**src/rtl/rmvn_pkg.sv**
```systemverilog
`timescale 1ns / 1ps
// Shared widths, types and constants of the ring mesh vertex normal block.
package rmvn_pkg;

   localparam int FACES_W = 10;
   localparam int LEVEL_W = 7;
   localparam int COL_W   = 9;
   localparam int POS_W   = 24;
   localparam int DIFF_W  = 25;
   localparam int MUL_W   = 32;
   localparam int PROD_W  = 64;
   localparam int CROSS_W = 52;
   localparam int MAG_W   = 51;
   localparam int SCL_W   = 31;
   localparam int SUM_W   = 64;
   localparam int ROOT_W  = 32;
   localparam int Q_W     = 16;
   localparam int Q_FRAC  = 14;
   localparam int NUM_W   = 46;
   localparam int NRM_W   = 16;

   localparam logic [FACES_W-1:0] FACES_RESET = 10'd360;
   localparam logic [Q_W-1:0]     Q_ONE       = 16'd16384;

   typedef enum logic {
      FUNC_WRITE   = 1'b0,
      FUNC_COMPUTE = 1'b1
   } func_type;

   typedef struct packed {
      logic signed [POS_W-1:0] x;
      logic signed [POS_W-1:0] y;
      logic signed [POS_W-1:0] z;
   } vertex_type;

endpackage

```
**src/rtl/rmvn_sqrt.sv**
```systemverilog
`timescale 1ns / 1ps
// Bit-serial integer square root, one result bit per cycle.
module rmvn_sqrt (
   input  logic                          clock,
   input  logic                          reset,
   input  logic                          start,
   input  logic [rmvn_pkg::SUM_W-1:0]    radicand,
   output logic                          done,
   output logic [rmvn_pkg::ROOT_W-1:0]   root
);
   import rmvn_pkg::*;

   logic [SUM_W-1:0] rem_ff, rem_in;
   logic [SUM_W-1:0] res_ff, res_in;
   logic [SUM_W-1:0] step_ff, step_in;
   logic             busy_ff, busy_in;
   logic             done_ff, done_in;
   logic [SUM_W-1:0] trial;

   always_comb begin
      trial   = res_ff + step_ff;
      rem_in  = rem_ff;
      res_in  = res_ff;
      step_in = step_ff;
      busy_in = busy_ff;
      done_in = 1'b0;
      if (start) begin
         rem_in  = radicand;
         res_in  = '0;
         step_in = SUM_W'(1) << (SUM_W - 2);
         busy_in = 1'b1;
      end else if (busy_ff) begin
         if (rem_ff >= trial) begin
            rem_in = rem_ff - trial;
            res_in = (res_ff >> 1) + step_ff;
         end else begin
            res_in = res_ff >> 1;
         end
         step_in = step_ff >> 2;
         if (step_ff == SUM_W'(1)) begin
            busy_in = 1'b0;
            done_in = 1'b1;
         end
      end
   end

   always_ff @(posedge clock) begin
      rem_ff  <= rem_in;
      res_ff  <= res_in;
      step_ff <= step_in;
      if (reset) begin
         busy_ff <= 1'b0;
         done_ff <= 1'b0;
      end else begin
         busy_ff <= busy_in;
         done_ff <= done_in;
      end
   end

   assign done = done_ff;
   assign root = res_ff[ROOT_W-1:0];

endmodule

```
**config.mk**
```make
export PLATFORM = sky130hd
export DESIGN_NAME = rmvn_sqrt
export DESIGN_NICKNAME = d
export VERILOG_FILES = /design/src/rtl/rmvn_pkg.sv /design/src/rtl/rmvn_sqrt.sv
export SDC_FILE = /design/constraint.sdc
export NUM_CORES = 1
export LEC_CHECK = 0
export BUFFER_PORTS_ARGS = -buffer_cell sky130_fd_sc_hd__buf_2
export CAP_MARGIN = 20
export CELL_PAD_IN_SITES_DETAIL_PLACEMENT = 0
export CELL_PAD_IN_SITES_GLOBAL_PLACEMENT = 2
export CORE_MARGIN = 4
export CORE_UTILIZATION = 34
export CTS_BUF_LIST = sky130_fd_sc_hd__clkbuf_4 sky130_fd_sc_hd__clkbuf_8
export DETAILED_ROUTE_END_ITERATION = 6
export PLACE_DENSITY_LB_ADDON = 0.1
export SLEW_MARGIN = 30
export SYNTH_ARGS = -nofsm -noshare
export SYNTH_HDL_FRONTEND = slang
export SYNTH_SLANG_ARGS = --single-unit
```
**constraint.sdc**
```tcl
create_clock -name clock -period 9.1 [get_ports clock]
set_input_delay 0.91 -clock clock [delete_from_list [all_inputs] [get_ports clock]]
set_output_delay 0.91 -clock clock [all_outputs]
set_load 0.02 [all_outputs]
```
# [Yosys cells after proc, flatten, opt, wreduce, memory -nomap -nowiden]
# Cells that the tools add are included.
[word_totals] register_bits=162 latch_bits=0 mem_bits_rw=0 romBits=0 inputBits=67 out_inout_bits=33 memories=0
[op_classes] add_sub_neg=3 n_mul=0 div_mod_pow=0 n_lt_le_gt_ge=1 eq_ne=1 n_shift=0 mux=8 bitwise_logic=1 reduce_logical=4
[ops] op="64-bit 2-to-1 mux" n=4
[ops] op="63-bit by 63-bit adder with 64-bit output" n=1
[ops] op="64-bit by 63-bit adder with 64-bit output" n=1
[ops] op="64-bit >= comparator" n=1
[ops] op="64-bit subtractor" n=1
[ops] op="32-bit by 1-bit == test with 1-bit output (second input constant)" n=1
[ops] op="1-bit 2-to-1 mux" n=4
[ops] op="2-bit nonzero test" n=2
[ops] op="3-bit OR reduction" n=1
[ops] op="2-bit AND reduction" n=1
[ops] op="1-bit NOT" n=1

# [Logic depth before layout (Yosys ltp)]
[logic_depth] depth_word=5 ltp_mapped=27

# [Worst setup path before layout]
# OpenSTA, ideal clock, no wires.
[synth_timing] path_kind="reg-to-reg" from="reg res_ff[2]" to="reg rem_ff[0] (enable)" setup_time_ns=0.574 t_arrival_ns=9.099 slack_ns=-0.573 path_stages_with_launch=23 synth_period_minus_slack_ns=9.673 path_cell_list="dfxtp_1 ha_1 a31oi_1 a211oi_2 nand4_1 a21oi_1 a31oi_1 o31ai_2 a31oi_1 o21bai_1 xnor2_1 ha_1 clkbuf_1 nand4_1 or4_4 a211oi_1 a311o_2 o21ai_2 and2_0 buf_2 buf_2 buf_2 o21ai_0"
[synth_between] elab_chain_len=4
[synth_rtl] element="from (decl)" line="rmvn_sqrt.sv:14" rtl="logic [SUM_W-1:0] res_ff, res_in;"
[synth_rtl] element="from (signal assigned)" line="rmvn_sqrt.sv:49" rtl="res_ff <= res_in;"
[synth_rtl] element="64-bit by 63-bit adder with 64-bit output" line="rmvn_sqrt.sv:21" rtl="trial = res_ff + step_ff;"
[synth_rtl] element="64-bit >= comparator" line="rmvn_sqrt.sv:33" rtl="if (rem_ff >= trial) begin"
[synth_rtl] element="2-bit nonzero test (no source line)"
[synth_rtl] element="2-bit AND reduction (no source line)"
[synth_rtl] element="to (signal assigned)" line="rmvn_sqrt.sv:48" rtl="rem_ff <= rem_in;"
[synth_rtl] element="to (decl)" line="rmvn_sqrt.sv:13" rtl="logic [SUM_W-1:0] rem_ff, rem_in;"
# Every way passes these cells.
# A chain may end at the register's enable or synchronous reset.

# [Worst setup path after layout]
[layout_timing] from="reg res_ff[2]" to="reg rem_ff[15] (enable)"
# The elaborated chain is that of the path after synthesis.

==> flow_metrics.env <==
export IMPL_regArea_um2=3890
export IMPL_min_period_ns=6.99
export IMPL_synth_top_family_by_area="compound AO/OA/AOI/OAI gates"
export IMPL_root_buffer="clkbuf_8"
export IMPL_p_per_area_nw_per_um2=242
export IMPL_synth_common_cells="241 x nand2_1, 193 x nor2_1, 163 x o21ai_0"
export IMPL_holdPathStages=2
export IMPL_reg2reg_depth=19
export IMPL_drive_above_1_share=0.0918
export IMPL_worst_path_buf_inv=1
export IMPL_drt_wl_total_um=54300
export IMPL_min_from="reset"
export IMPL_core_area_um2=44600
export IMPL_required_ns=9.31
export IMPL_clk_path_buf_depth=2
export IMPL_max_slew_worst_pin_slew_ns=0.908
export IMPL_cp_arrival_ns=7.20
export IMPL_syn_num_nets=2209
export IMPL_detail_route_drc_violations=0
export IMPL_antenna_found_initial=0
export IMPL_synth_simple_gate_area_frac=0.206
export IMPL_numCtsBuffers=17
export IMPL_wl_per_cell_um=20.9
export IMPL_drv_cap=0
export IMPL_synthCells=2011
export IMPL_die_y_um=222
export IMPL_finish_utilization=0.371
export IMPL_grt_max_degree=65
export IMPL_dp_slack_ns=2.14
export IMPL_worstPathCellList="ha_1 -> a31oi_1 -> a211oi_2 -> nand4_1 -> a21oi_1 -> a31oi_1 -> o31ai_2 -> a31oi_1 -> o21bai_1 -> xnor2_1 -> ha_1 -> nand4_1 -> or4_4 -> nor2_1 -> a311o_2 -> o21ai_2 -> and2_2 -> o21ai_4 -> buf_4"
export IMPL_chipWidth_um=222
export IMPL_r2r_start="res_ff[2]$_SDFFE_PP0P_"
export IMPL_slew_violations=0
export IMPL_synth_compound_area_frac=0.272
export IMPL_critPathTopFamily="compound AO/OA/AOI/OAI gates"
export IMPL_core_rowCount=77
export IMPL_finalNetCount=2189
export IMPL_area_growth_pct=6.83
export IMPL_synth_top_cells_by_area="dfxtp_1 13%, edfxtp_1 12%, ha_1 10%, nand2_1 5.8%, o21ai_0 5.3%"
export IMPL_r2r_end="rem_ff[15]$_DFFE_PP_"
export IMPL_hold_violations=0
export IMPL_critPathCaptureType="flip-flop"
export IMPL_synth_top_area_frac=0.127
export IMPL_synth_xor_area_frac=0.0802
export IMPL_synth_seq_cells=162
export IMPL_post_dp_hpwl_um=41800
export IMPL_tritoncts="done"
export IMPL_clkTransAtPathRegs_ns=0.12
export IMPL_ys_types=83
export IMPL_reg2reg_slack_ns=2.11
export IMPL_syn_cell_area_um2=15500
export IMPL_post_cts_resized=0
export IMPL_grt_pass1_vias=14200
export IMPL_min_path_type="input pin to flip-flop"
export IMPL_synthMuxAreaShare=0.0288
export IMPL_synth_fa_ha_area_frac=0.106
export IMPL_pin_count=100
export IMPL_overflow=0
export IMPL_dominantRegCellSynth="dfxtp_1"
export IMPL_status="completed"
export IMPL_p_leak_nw=6.35
export IMPL_critPathSlowestCell="buf_4"
export IMPL_async_flop_share=0
export IMPL_timing_final_ws_setup_ns=2.11
export IMPL_fin_crit_sh=0.768
export IMPL_cts_max_level=4
export IMPL_max_freq_mhz=143
export IMPL_place_congestion=0.908
export IMPL_seq_area_frac_synth=0.251
export IMPL_crit_type="flip-flop to flip-flop"
export IMPL_synth_warnings=0
export IMPL_ant_nets=0
export IMPL_slew_headroom=0.394
export IMPL_post_cts_setup_buffer_count=0
export IMPL_synth_edf_count=64
export IMPL_worstHoldEndpoint="busy_ff$_SDFF_PP0_"
export IMPL_n_antenna_cell=0
export IMPL_clk_latency_ns=0.59
export IMPL_clock_skew_ns=0.0209
export IMPL_start_util=0.347
export IMPL_rsz0062_at_grt="false"
export IMPL_synth_avg_cell_area_um2=7.71
export IMPL_num_vias=14900
export IMPL_cts_hold_buf=0
export IMPL_setup_viol=0
export IMPL_portBuffers=99
export IMPL_grt_usage=0.217
export IMPL_drtIter0Drc=1123
export IMPL_setup_tns_ns=0
export IMPL_die_area_um2=49100
export IMPL_firstDrtPassIters=5
export IMPL_start_kind="flip-flop"
export IMPL_clock_sinks=162
export IMPL_nFillCells=4794
export IMPL_crit_path_max_incr_delay_ns=0.72
export IMPL_avgViaCountPerCell=5.72
export IMPL_synth_area_leader_cell="dfxtp_1"
export IMPL_grt_pass1_wl_um=84500
export IMPL_cp_common_cell="a31oi_1"
export IMPL_ir_drop_v=0.000135
export IMPL_yosysMostFrequentCell="nand2_1"
export IMPL_cp_max_fo=64
export IMPL_multiInputGateArea_um2=10800
[routing by layer]
layer	wire, um	GRT usage
met1	28200	0.323
met2	23100	0.327
met3	1950	0.0318
met4	980	0.0622
met5	0	0
[cell families after synthesis]
| kind of cell | count (synthesis) |
|---|---|
| AND/OR/NAND/NOR | 695 |
| buffers and inverters | 185 |
| flip-flops | 162 |
| multiplexers | 44 |
| AO/OA/AOI/OAI | 652 |
| adder cells (fa/ha/maj) | 131 |
| XOR/XNOR | 142 |
[power breakdown]
part	internal (mW)	leakage (nW)	switching, mW	total, mW
combinational	0.842	4.68	1.46	2.30
clock	0.242	0.223	0.369	0.611
sequential	0.958	1.44	0.136	1.09
total	2.04	6.35	1.97	4.01
[stage by stage]
step	total power, mW	instances	hold slack, ns	cell area (um^2)
5_1_grt	4.35	2596	0.431	16600
6_report	4.01	2596	0.482	16600
3_3_place_gp	3.41	2564	0.499	16100
3_5_place_dp	3.38	2564	0.496	16100
2_1_floorplan	2.80	2011	0.478	15500
4_1_cts	4.03	2596	0.400	16600
[layout by cell type (no fill, tap or decap), types with 22 or more instances in the layout]
master / n
nand2_1: 241
nor2_1: 193
o21ai_0: 162
a21oi_1: 140
ha_1: 130
buf_2: 98
dfxtp_1: 97
a31oi_1: 79
xor2_1: 79
edfxtp_1: 64
xnor2_1: 63
nand3_1: 54
nand4_1: 53
a21o_1: 44
mux2i_1: 39
a211oi_1: 36
inv_1: 33
nor3_1: 30
o21bai_1: 26
a311oi_1: 24
and3_1: 24
or3_1: 22
[worst reg2reg max path, cell delays in order (launching register included)]
cell and delay (ns):
dfxtp_1 0.39, ha_1 0.35, a31oi_1 0.17, a211oi_2 0.36, nand4_1 0.16, a21oi_1 0.30, a31oi_1 0.30, o31ai_2 0.48
a31oi_1 0.20, o21bai_1 0.34, xnor2_1 0.19, ha_1 0.49, nand4_1 0.29, or4_4 0.51, nor2_1 0.22, a311o_2 0.25
o21ai_2 0.09, and2_2 0.51, o21ai_4 0.24, buf_4 0.72
[worst max path at each step]
stage,from,end,cells after the start
after global placement,res_ff[2]$_SDFFE_PP0P_,rem_ff[17]$_DFFE_PP_,19
final,res_ff[2]$_SDFFE_PP0P_,rem_ff[15]$_DFFE_PP_,19
after CTS,res_ff[2]$_SDFFE_PP0P_,rem_ff[18]$_DFFE_PP_,19
after detailed placement,res_ff[2]$_SDFFE_PP0P_,rem_ff[17]$_DFFE_PP_,19
after global routing,res_ff[2]$_SDFFE_PP0P_,rem_ff[14]$_DFFE_PP_,19
after floorplan,res_ff[2]$_SDFFE_PP0P_,rem_ff[0]$_DFFE_PP_,22
[cell type report]
cell class	instances	share of cell area
clock buffer	17	0.0141
sequential	162	0.235
multi-input combinational	1664	0.650
inverter	35	0.00793
clock inverter	15	0.0125
tap	592	0.0447
timing repair buffer	111	0.0357
[registers in the layout, indices dropped and copies added (netlist names)]
| name | cells |
|---|---|
| step_ff | 32 |
| rem_ff | 64 |
| busy_ff | 1 |
| res_ff | 64 |
| done | 1 |
Power figures use the tool's default switching activity.
