--- src/rtl/rmvn_pkg.sv ---
`timescale 1ns / 1ps
// Shared widths, types and constants of the ring mesh vertex normal block.
package rmvn_pkg;

   localparam int FACES_W = 10;
   localparam int LEVEL_W = 7;
   localparam int COL_W   = 9;
   localparam int POS_W   = 24;
   localparam int DIFF_W  = 25;
   localparam int MUL_W   = 32;
   localparam int PROD_W  = 64;
   localparam int CROSS_W = 52;
   localparam int MAG_W   = 51;
   localparam int SCL_W   = 31;
   localparam int SUM_W   = 64;
   localparam int ROOT_W  = 32;
   localparam int Q_W     = 16;
   localparam int Q_FRAC  = 14;
   localparam int NUM_W   = 46;
   localparam int NRM_W   = 16;

   localparam logic [FACES_W-1:0] FACES_RESET = 10'd360;
   localparam logic [Q_W-1:0]     Q_ONE       = 16'd16384;

   typedef enum logic {
      FUNC_WRITE   = 1'b0,
      FUNC_COMPUTE = 1'b1
   } func_type;

   typedef struct packed {
      logic signed [POS_W-1:0] x;
      logic signed [POS_W-1:0] y;
      logic signed [POS_W-1:0] z;
   } vertex_type;

endpackage

--- src/rtl/rmvn_div.sv ---
`timescale 1ns / 1ps
// Restoring divider for one Q1.14 magnitude, one quotient bit per cycle.
module rmvn_div (
   input  logic                          clock,
   input  logic                          reset,
   input  logic                          start,
   input  logic [rmvn_pkg::NUM_W-1:0]    num,
   input  logic [rmvn_pkg::ROOT_W-1:0]   den,
   output logic                          done,
   output logic [rmvn_pkg::Q_W-1:0]      quo
);
   import rmvn_pkg::*;

   localparam int CW = $clog2(Q_W + 1);

   logic [ROOT_W-1:0] rem_ff, rem_in;
   logic [Q_W-1:0]    low_ff, low_in;
   logic [Q_W-1:0]    quo_ff, quo_in;
   logic [CW-1:0]     cnt_ff, cnt_in;
   logic              busy_ff, busy_in;
   logic              done_ff, done_in;
   logic [ROOT_W:0]   trial;
   logic              fits;

   always_comb begin
      trial   = {rem_ff, low_ff[Q_W-1]};
      fits    = trial >= {1'b0, den};
      rem_in  = rem_ff;
      low_in  = low_ff;
      quo_in  = quo_ff;
      cnt_in  = cnt_ff;
      busy_in = busy_ff;
      done_in = 1'b0;
      if (start) begin
         rem_in  = ROOT_W'(num >> Q_W);
         low_in  = num[Q_W-1:0];
         quo_in  = '0;
         cnt_in  = CW'(Q_W);
         busy_in = 1'b1;
      end else if (busy_ff) begin
         rem_in = fits ? ROOT_W'(trial - {1'b0, den}) : trial[ROOT_W-1:0];
         quo_in = {quo_ff[Q_W-2:0], fits};
         low_in = low_ff << 1;
         cnt_in = cnt_ff - CW'(1);
         if (cnt_ff == CW'(1)) begin
            busy_in = 1'b0;
            done_in = 1'b1;
         end
      end
   end

   always_ff @(posedge clock) begin
      rem_ff <= rem_in;
      low_ff <= low_in;
      quo_ff <= quo_in;
      cnt_ff <= cnt_in;
      if (reset) begin
         busy_ff <= 1'b0;
         done_ff <= 1'b0;
      end else begin
         busy_ff <= busy_in;
         done_ff <= done_in;
      end
   end

   assign done = done_ff;
   assign quo  = quo_ff;

endmodule

--- config.mk ---
export PLATFORM = sky130hd
export DESIGN_NAME = rmvn_div
export DESIGN_NICKNAME = d
export VERILOG_FILES = /design/src/rtl/rmvn_pkg.sv /design/src/rtl/rmvn_div.sv
export SDC_FILE = /design/constraint.sdc
export NUM_CORES = 1
export LEC_CHECK = 0
export ABC_AREA = 1
export ABC_CLOCK_PERIOD_IN_PS = 3500
export CAP_MARGIN = 20
export CORE_UTILIZATION = 35
export CTS_BUF_LIST = sky130_fd_sc_hd__clkbuf_4 sky130_fd_sc_hd__clkbuf_8
export DETAILED_ROUTE_END_ITERATION = 6
export DONT_BUFFER_PORTS = 1
export HOLD_SLACK_MARGIN = 0.1
export PLACE_DENSITY_LB_ADDON = 0.05
export SLEW_MARGIN = 10
export SYNTH_ARGS = -nofsm -noshare
export SYNTH_HDL_FRONTEND = slang
export SYNTH_SLANG_ARGS = --single-unit
--- constraint.sdc ---
create_clock -name clock -period 3.5 [get_ports clock]
set_clock_uncertainty 0.2 [all_clocks]
set_input_delay 0 -clock clock [delete_from_list [all_inputs] [get_ports clock]]
set_output_delay 0 -clock clock [all_outputs]
set_load 0.02 [all_outputs]
=== Yosys cells after proc, flatten, opt, wreduce, memory -nomap -nowiden ===
Index checks and enable logic that the tools add are counted.
W data, S select, Z words.

* $add $sub $neg: 2
* Order comparisons: 1
* Equality and inequality tests: 1
* Mux-type cells: 9
* Bitwise logic cells: 1
* Reductions and logical operators: 2

{| class="wikitable"
|+ Operators with widths
! kind !! count
|-
| $mux W30 || 2
|-
| $ge A33 B32 Y1 || 1
|-
| $mux W16 || 2
|-
| $mux W32 || 1
|-
| $sub A32 B32 Y32 || 1
|-
| $eq A5 B1 Y1 const B || 1
|-
| $sub A5 B1 Y5 const B || 1
|-
| $mux W1 || 4
|-
| $reduce_or A3 Y1 || 1
|-
| $reduce_bool A2 Y1 || 1
|-
| $not A1 Y1 || 1
|}

* Register bits after elaboration: 71
* Input port bits: 81
* Output and inout port bits: 17

=== Logic depth before layout (Yosys ltp) ===
Gate-level depths: netlist of run 1.

* Depth after elaboration: 4
* Depth in mapped cells: 16
* Gate-level depth less buffers: 16

=== Least setup slack after synthesis of run 1 ===
No wires, ideal clock.

* Kind: register to register
* Start: reg busy_ff
* End: reg low_ff[0], enable pin
* Setup time: 0.428 ns
* Data arrival time: 2.030 ns
* Required time: 2.872 ns
* Slack: 0.842 ns
* Stages on the path, launching flop included: 4
* Buffers on the path: 1
* Clock period less this slack: 2.658 ns
* Path through: dfxtp_1 -> nor2_1 -> clkinv_1 -> buf_1

* Longest elaborated chain between the ends: 1

{| class="wikitable"
|+ RTL lines
! item !! line !! text
|-
| start: declaration || rmvn_div.sv:20 || <nowiki>logic busy_ff, busy_in;</nowiki>
|-
| start signal: assignment || rmvn_div.sv:61 || <nowiki>busy_ff <= busy_in;</nowiki>
|-
| $reduce_bool A2 Y1 (no source line) || n/a ||
|-
| end signal: assignment || rmvn_div.sv:54 || <nowiki>low_ff <= low_in;</nowiki>
|-
| end: declaration || rmvn_div.sv:17 || <nowiki>logic [Q_W-1:0] low_ff, low_in;</nowiki>
|}

No other way between the ends.
A chain may end at the register's enable or synchronous reset.

=== Worst setup path after layout of run 1 ===
* Start: reg rem_ff[24]
* End: reg rem_ff[27] (data pin)

* Longest elaborated chain between the ends: 4
* Elaborated cells on any way between the ends: 5
* Classes of those cells: 1 x add/sub; 1 x order compare; 3 x mux

{| class="wikitable"
|+ RTL lines
! item !! line !! text
|-
| start: declaration || rmvn_div.sv:16 || <nowiki>logic [ROOT_W-1:0] rem_ff, rem_in;</nowiki>
|-
| start signal: assignment || rmvn_div.sv:53 || <nowiki>rem_ff <= rem_in;</nowiki>
|-
| $sub A32 B32 Y32 / $ge A33 B32 Y1 (equally long branches) || rmvn_div.sv:41, rmvn_div.sv:27 ||
|-
| $mux W32 * || rmvn_div.sv:41 || <nowiki>rem_in = fits ? ROOT_W'(trial - {1'b0, den}) : trial[ROOT_W-1:0];</nowiki>
|-
| $mux W30 * || rmvn_div.sv:40 || <nowiki>end else if (busy_ff) begin</nowiki>
|-
| $mux W30 * || rmvn_div.sv:34 || <nowiki>if (start) begin</nowiki>
|-
| net rem_in[27] || rmvn_div.sv:16 ||
|}

Mark *: on every way through the listed nets, which the timed path passes. The rest lies on a longest branch. The select of a mux whose other input is x is not followed.

==> results of run 1 <==
[per-stage QoR]
stage | hold slack [ps] | cell area, µm²
CTS | 101 | 6920
global placement | -120 | 5930
global route | 123 | 6920
finish | 109 | 6920
detailed placement | -118 | 5930
floorplan | -121 | 5730
[area by class of cell]
cell class	instances	area, µm²	share of cell area, %
flip-flops and latches	71	1880	27.2
inverters	150	563	8.14
multi-input cells	637	3170	45.9
clock inverters	7	78.8	1.14
repair buffers	83	828	12.0
well taps	216	270	3.91
clock buffers	9	124	1.79
[cell usage in the layout (no fill, tap or decap), types with 25 or more instances in the layout]
cell and n:
a21oi_1 25, dfxtp_1 25, dlygate4sd3_1 77, edfxtp_1 46
ha_1 34, inv_1 145, nand2_1 351, nand3_1 66
nand3b_1 35, nor2_1 57
[final timing paths]
path / slack (ps) / to / cells past startpoint
setup / recovery: 530 / rem_ff[27]$_DFFE_PP_ / 8
hold / removal: 110 / rem_ff[28]$_DFFE_PP_ / 7
setup reg to reg: 530 / rem_ff[27]$_DFFE_PP_ / 8
hold reg to reg: 270 / cnt_ff[4]$_SDFFE_PP1P_ / 2
[kinds of logic after synthesis]
group | count (synthesis) | share of synthesized area (%)
fa+ha+maj | 35 | 7.77
xor+xnor | 16 | 2.44
compound gates | 56 | 5.54
buf+inv | 172 | 11.8
simple gates | 530 | 39.6
flops | 71 | 32.8
[what timing repair did]
item                       4_1_cts  5_1_grt
resized for setup                0        0
hold endpoints to repair        71        0
setup endpoints to repair        0        0
setup buffers                    0        0
hold buffers                    78        0
[worst register-to-register path, stage by stage, from the launching register on]
cell and delay (ps):
edfxtp_1 410, ha_1 400, nand2_1 150, nor4b_1 500, nand2_2 370, nand2_4 440
nand2_1 130, nand3_1 90, nand2_1 50
[per-layer routing]
layer  track usage (%)  share of wire, %
met4              5.95               1.3
met5                 0                 0
met1              27.3                48
met3              3.85               3.8
met2              35.9                47
[state kept, by name (all words and copies together) (netlist names)]
register	cells
cnt_ff	5
quo	16
low_ff	16
done	1
busy_ff	1
rem_ff	32
[power by group through the flow]
stage | registers [mW] | logic [mW] | clock network [mW]
2_1_floorplan | 1.10 | 1.28 | 0
3_3_place_gp | 1.13 | 1.62 | 0
3_5_place_dp | 1.12 | 1.62 | 0
4_1_cts | 1.11 | 1.71 | 0.782
5_1_grt | 1.12 | 1.93 | 0.811
6_report | 1.11 | 1.69 | 0.762
==> load_flow_metrics.sql, run 1 <==
INSERT INTO impl_metrics (metric_group, metric, value, unit) VALUES
('run_status', 'outcome', 'finished, final reports clean', ''),
('sta', 'finalHoldViolCount', '0', ''),
('power', 'worst_ir_drop_vdd', '0.271', 'mV'),
('routing', 'wl_per_cell', '14.4', 'µm'),
('logic_synthesis', 'syn_area_per_cell', '6.52', 'µm²'),
('sta', 'sum_of_negative_setup_slack', '0', 'ps'),
('worst_setup_path', 'crit_buf_inv', '0', ''),
('logic_synthesis', 'dominantRegCellSynth', 'edfxtp_1', ''),
('sta', 'maxSlewViolCount', '0', ''),
('hold_path', 'min_path_type', 'input pin to flip-flop', ''),
('global_routing', 'initial_antenna_violation_count', '0', ''),
('floorplanning', 'die_h', '130', 'µm'),
('power', 'combinationalPowerShare', '47.5', '%'),
('worst_setup_path', 'cp_slowest_cell', 'nor4b_1', ''),
('cts', 'clock_tree_from_tritoncts', 'built', ''),
('logic_synthesis', 'postSynthCellCount', '880', ''),
('worst_setup_path', 'critical_path.endpoint_type', 'flip-flop', ''),
('power', 'net_switching_fraction_of_the_power', '43.5', '%'),
('cells_and_area', 'filler_cell_count', '1745', ''),
('floorplanning', 'initial_utilization', '36.0', '%'),
('floorplanning', 'die_width', '130', 'µm'),
('flow_run', 'cap_violations', '0', ''),
('placement', 'port_buffers', '0', ''),
('hold_path', 'worstHoldStart', 'den[28]', ''),
('logic_synthesis', 'yosys_warnings', '0', ''),
('worst_setup_path', 'cp-start-kind', 'flip-flop', ''),
('cts', 'root_driver', 'clkbuf_8', ''),
('sta', 'rsz_0062_raised_after_global_routing', 'false', ''),
('global_routing', 'grt_overflow', '0', ''),
('worst_setup_path', 'critPathMaxStageDelay', '500', 'ps'),
('cts', 'tritoncts_sink_count', '71', ''),
('worst_setup_path', 'cp_cell_sequence', 'ha_1, nand2_1, nor4b_1, nand2_2, nand2_4, nand2_1, nand3_1, nand2_1', ''),
('placement', 'place.detailed.hpwl', '12.4', 'mm'),
('floorplanning', 'placementRows', '46', ''),
('logic_synthesis', 'synth.most_common_cell', 'nand2_1', ''),
('worst_setup_path', 'crit_path_start', 'rem_ff[24]$_DFFE_PP_', ''),
('cts', 'clockBufferDepth', '2', ''),
('routing', 'total_wire_length', '16.9', 'mm'),
('worst_setup_path', 'crit-reg2reg-launch', 'rem_ff[24]$_DFFE_PP_', ''),
('logic_synthesis', 'yosys.area.top_type_share', '24.1', '%'),
('logic_synthesis', 'net_count_after_synthesis', '996', ''),
('sta', 'highest_clock_rate', '336', 'MHz'),
('placement', 'place.detailed.instances', '1079', ''),
('worst_setup_path', 'path_max_fanout', '33', ''),
('power', 'cellLeakagePower', '3.52', 'nW'),
('cts', 'clock_latency', '400', 'ps'),
('cells_and_area', 'antenna_cells_inserted', '0', ''),
('power', 'powerDensity', '515', 'nW/µm²'),
('power', 'seq_power_share', '31.1', '%'),
('placement', 'dp_slack', '464', 'ps'),
('worst_setup_path', 'worstSetupPathType', 'flip-flop to flip-flop', ''),
('routing', 'drt-pass1-iter-count', '4', ''),
('power', 'power', '3.56', 'mW'),
('cells_and_area', 'final_cell_count_no_fill', '1173', ''),
('cells_and_area', 'syn2layout_area_growth', '20.7', '%'),
('placement', 'gpl.final_weighted_congestion', '0.898', ''),
('routing', 'vias_per_cell', '4.67', ''),
('cts', 'clk_pin_slew', '100', 'ps'),
('cts', 'htreeDepth', '3', ''),
('sta', 'postLayoutSetupSlackWorst', '527', 'ps'),
('logic_synthesis', 'postSynth.asyncResetShare', '0', '%'),
('power', 'power.clock.fraction', '21.4', '%'),
('routing', 'dr.first_iter.drc_count', '314', ''),
('routing', 'drc', '0', ''),
('logic_synthesis', 'synth.cells.most_frequent', 'nand2_1, inv_1, nand3_1, nor2_1, edfxtp_1', ''),
('logic_synthesis', 'synth_cell_type_count', '35', ''),
('sta', 'slew_headroom', '55.4', '%'),
('global_routing', 'groute.usage.overall', '21.1', '%'),
('logic_synthesis', 'yosys.area.top_type', 'edfxtp_1', ''),
('cts', 'cts-buffers-inserted', '9', ''),
('routing', 'drt.antenna.violating_nets', '0', '');
No activity file was read; power rests on OpenSTA's default activity.
==> run 2: changes to the inputs <==
Settings changed: ABC_CLOCK_PERIOD_IN_PS 3500 to 2700.
Clock period 3.5 ns to 2.7 ns, I/O delays scaled along.
==> run 2 against run 1 <==
Effect of this change: global-route usage rose by 0.24 points; utilization rose by 3.3 points; count of clock-buffer cells in the layout rose by 1; fmax rose by 16%; critical endpoint is now rem_ff[28]$_DFFE_PP_; largest power group unchanged.
==> load_flow_metrics.sql, run 2 (same netlist as run 1, synthesis figures left out) <==
INSERT INTO impl_metrics (metric_group, metric, value, unit) VALUES
('run_status', 'outcome', 'finished, final reports clean', ''),
('worst_setup_path', 'cp_slowest_cell', 'ha_2', ''),
('cts', 'clockBufferDepth', '2', ''),
('hold_path', 'timing.hold.worst_endpoint', 'rem_ff[29]$_DFFE_PP_', ''),
('floorplanning', 'ios', '98', ''),
('worst_setup_path', 'cp_cell_sequence', 'ha_2, nand2_1, nor2_2, nand3_1, nor3_2, a21oi_4, buf_12, nand2_4, buf_12, nand2_1, nand3_1, nand2_1', ''),
('global_routing', 'grt_pass1_vias', '5477', ''),
('global_routing', 'initial_antenna_violation_count', '0', ''),
('sta', 'share_of_the_clock_period_used_by_the_worst_path_after_layout', '94.5', '%'),
('routing', 'drt.antenna.violating_nets', '0', ''),
('floorplanning', 'placeableCoreArea', '15900', 'µm²'),
('cts', 'clock_latency', '380', 'ps'),
('sta', 'fin_worst_hold_slack', '116', 'ps'),
('routing', 'wl_per_cell', '15.1', 'µm'),
('worst_setup_path', 'rr_worst_depth', '12', ''),
('routing', 'via_count', '5625', ''),
('routing', 'dr.first_iter.drc_count', '292', ''),
('cells_and_area', 'syn2layout_area_growth', '29.8', '%'),
('worst_setup_path', 'cp-start-kind', 'flip-flop', ''),
('global_routing', 'groute.usage.overall', '21.4', '%'),
('worst_setup_path', 'critical_path.endpoint_type', 'flip-flop', ''),
('cells_and_area', 'largest_register_ff_count', '32', ''),
('hold_path', 'worstHoldStart', 'den[29]', ''),
('floorplanning', 'die_area', '16900', 'µm²'),
('cells_and_area', 'finalCoreUtilization', '46.7', '%'),
('worst_setup_path', 'critPathRequiredTime', '2620', 'ps'),
('hold_path', 'min_path_type', 'input pin to flip-flop', ''),
('global_routing', 'grt_overflow', '0', ''),
('sta', 'timing.final.setup_violations', '0', ''),
('cts', 'cts-buffers-inserted', '9', ''),
('worst_setup_path', 'path_max_fanout', '12', ''),
('cts', 'htreeDepth', '3', ''),
('worst_setup_path', 'crit_buf_inv', '2', ''),
('worst_setup_path', 'regToRegEndpoint', 'rem_ff[28]$_DFFE_PP_', ''),
('worst_setup_path', 'worstSetupPathType', 'flip-flop to flip-flop', ''),
('sta', 'worst_margin_pin_slew', '485', 'ps'),
('sta', 'slew_headroom', '67.6', '%'),
('worst_setup_path', 'crit_arrival', '2470', 'ps'),
('floorplanning', 'die_h', '130', 'µm'),
('floorplanning', 'die_width', '130', 'µm'),
('placement', 'gpl.final_weighted_congestion', '0.885', ''),
('cts', 'tritoncts_sink_count', '71', ''),
('cts', 'clk_pin_slew', '80', 'ps'),
('hold_path', 'min_path_cells', '7', ''),
('placement', 'place.detailed.hpwl', '12.9', 'mm'),
('worst_setup_path', 'critPathMaxStageDelay', '420', 'ps'),
('cells_and_area', 'mostFrequentLayoutCell', 'nand2_1', ''),
('worst_setup_path', 'crit-reg2reg-launch', 'rem_ff[24]$_DFFE_PP_', ''),
('worst_setup_path', 'worst-r2r-setup-slack', '150', 'ps'),
('sta', 'sum_of_negative_setup_slack', '0', 'ps'),
('routing', 'drc', '0', ''),
('power', 'powerDensity', '688', 'nW/µm²'),
('routing', 'drt-pass1-iter-count', '7', ''),
('sta', 'maxSlewViolCount', '0', ''),
('floorplanning', 'placementRows', '46', ''),
('worst_setup_path', 'critPathTopFamily', 'simple AND/OR/NAND/NOR gates', ''),
('cells_and_area', 'drive_gt1_share', '8.94', '%'),
('floorplanning', 'initial_utilization', '36.0', '%'),
('routing', 'total_wire_length', '17.9', 'mm'),
('cells_and_area', 'mostFrequentLayoutCells', 'nand2_1, inv_1, dlygate4sd3_1', ''),
('sta', 'post-route-min-period', '2550', 'ps'),
('power', 'cellLeakagePower', '3.68', 'nW'),
('routing', 'vias_per_cell', '4.73', ''),
('cells_and_area', 'filler_cell_count', '1734', ''),
('global_routing', 'grt_max_degree', '53', ''),
('power', 'worst_ir_drop_vdd', '0.260', 'mV'),
('cts', 'root_driver', 'clkbuf_8', ''),
('sta', 'highest_clock_rate', '392', 'MHz'),
('cells_and_area', 'registers.top_by_ff_count', 'rem_ff', ''),
('cells_and_area', 'antenna_cells_inserted', '0', ''),
('worst_setup_path', 'crit_path_start', 'rem_ff[24]$_DFFE_PP_', ''),
('flow_run', 'cap_violations', '0', ''),
('cells_and_area', 'finalNetCount', '1084', ''),
('global_routing', 'grt_pass1_wl', '27.5', 'mm'),
('placement', 'port_buffers', '0', ''),
('sta', 'finalHoldViolCount', '0', ''),
('cts', 'clock_tree_from_tritoncts', 'built', ''),
('worst_setup_path', 'cp_common_cell', 'nand2_1', '');
==> run 2: stage by stage <==
stage	worst slack [ps]	total power [mW]	cell area, µm²	std cells
floorplan	41.8	3.09	5730	880
global placement	7.73	3.70	6050	1091
detailed placement	6.49	3.70	6050	1091
CTS	41.3	4.86	7050	1182
global route	-4.25	5.53	7440	1189
finish	148	5.12	7440	1189
==> run 2: layer usage <==
| layer | global-route usage (%) | share of wire [%] |
|---|---|---|
| met1 | 27.0 | 47 |
| met2 | 37.4 | 48 |
| met3 | 3.12 | 3.3 |
| met4 | 6.77 | 1.5 |
| met5 | 0 | 0 |
==> run 2: power by group <==
group          switching, mW  internal [mW]  total [mW]
sequential             0.107           1.35        1.46
clock                  0.479          0.538        1.02
combinational           1.52           1.12        2.64
==> run 2: tightest hold or removal path, cell delays in order <==
cell     delay [ps]
inv_1            50
ha_1            200
nand2_1          70
nand2_1          50
nand2_1          40
nand3_1          60
nand2_1          50
==> run 2: layout make-up <==
class,instances,area [µm²],area share [%]
multi-input combinational,637,3460,46.5
timing repair buffer,99,1040,14.0
clock buffer,10,131,1.77
tap,216,270,3.63
clock inverter,6,92.6,1.24
inverter,150,563,7.57
sequential,71,1880,25.3
==> run 2: worst max path at each step <==
stage / end / cells after the start
detailed placement: rem_ff[28]$_DFFE_PP_ / 14
floorplan: low_ff[0]$_SDFFCE_PN0P_ / 3
finish: rem_ff[28]$_DFFE_PP_ / 12
global route: rem_ff[14]$_DFFE_PP_ / 14
CTS: rem_ff[29]$_DFFE_PP_ / 13
global placement: rem_ff[20]$_DFFE_PP_ / 14
==> run 2: what timing repair did <==
action,CTS,global route
hold endpoints to repair,71,0
gates resized for setup,3,44
buffers inserted,0,4
hold buffers,75,0
setup endpoints to repair,2,32
pin swaps,0,3
cloned,0,3
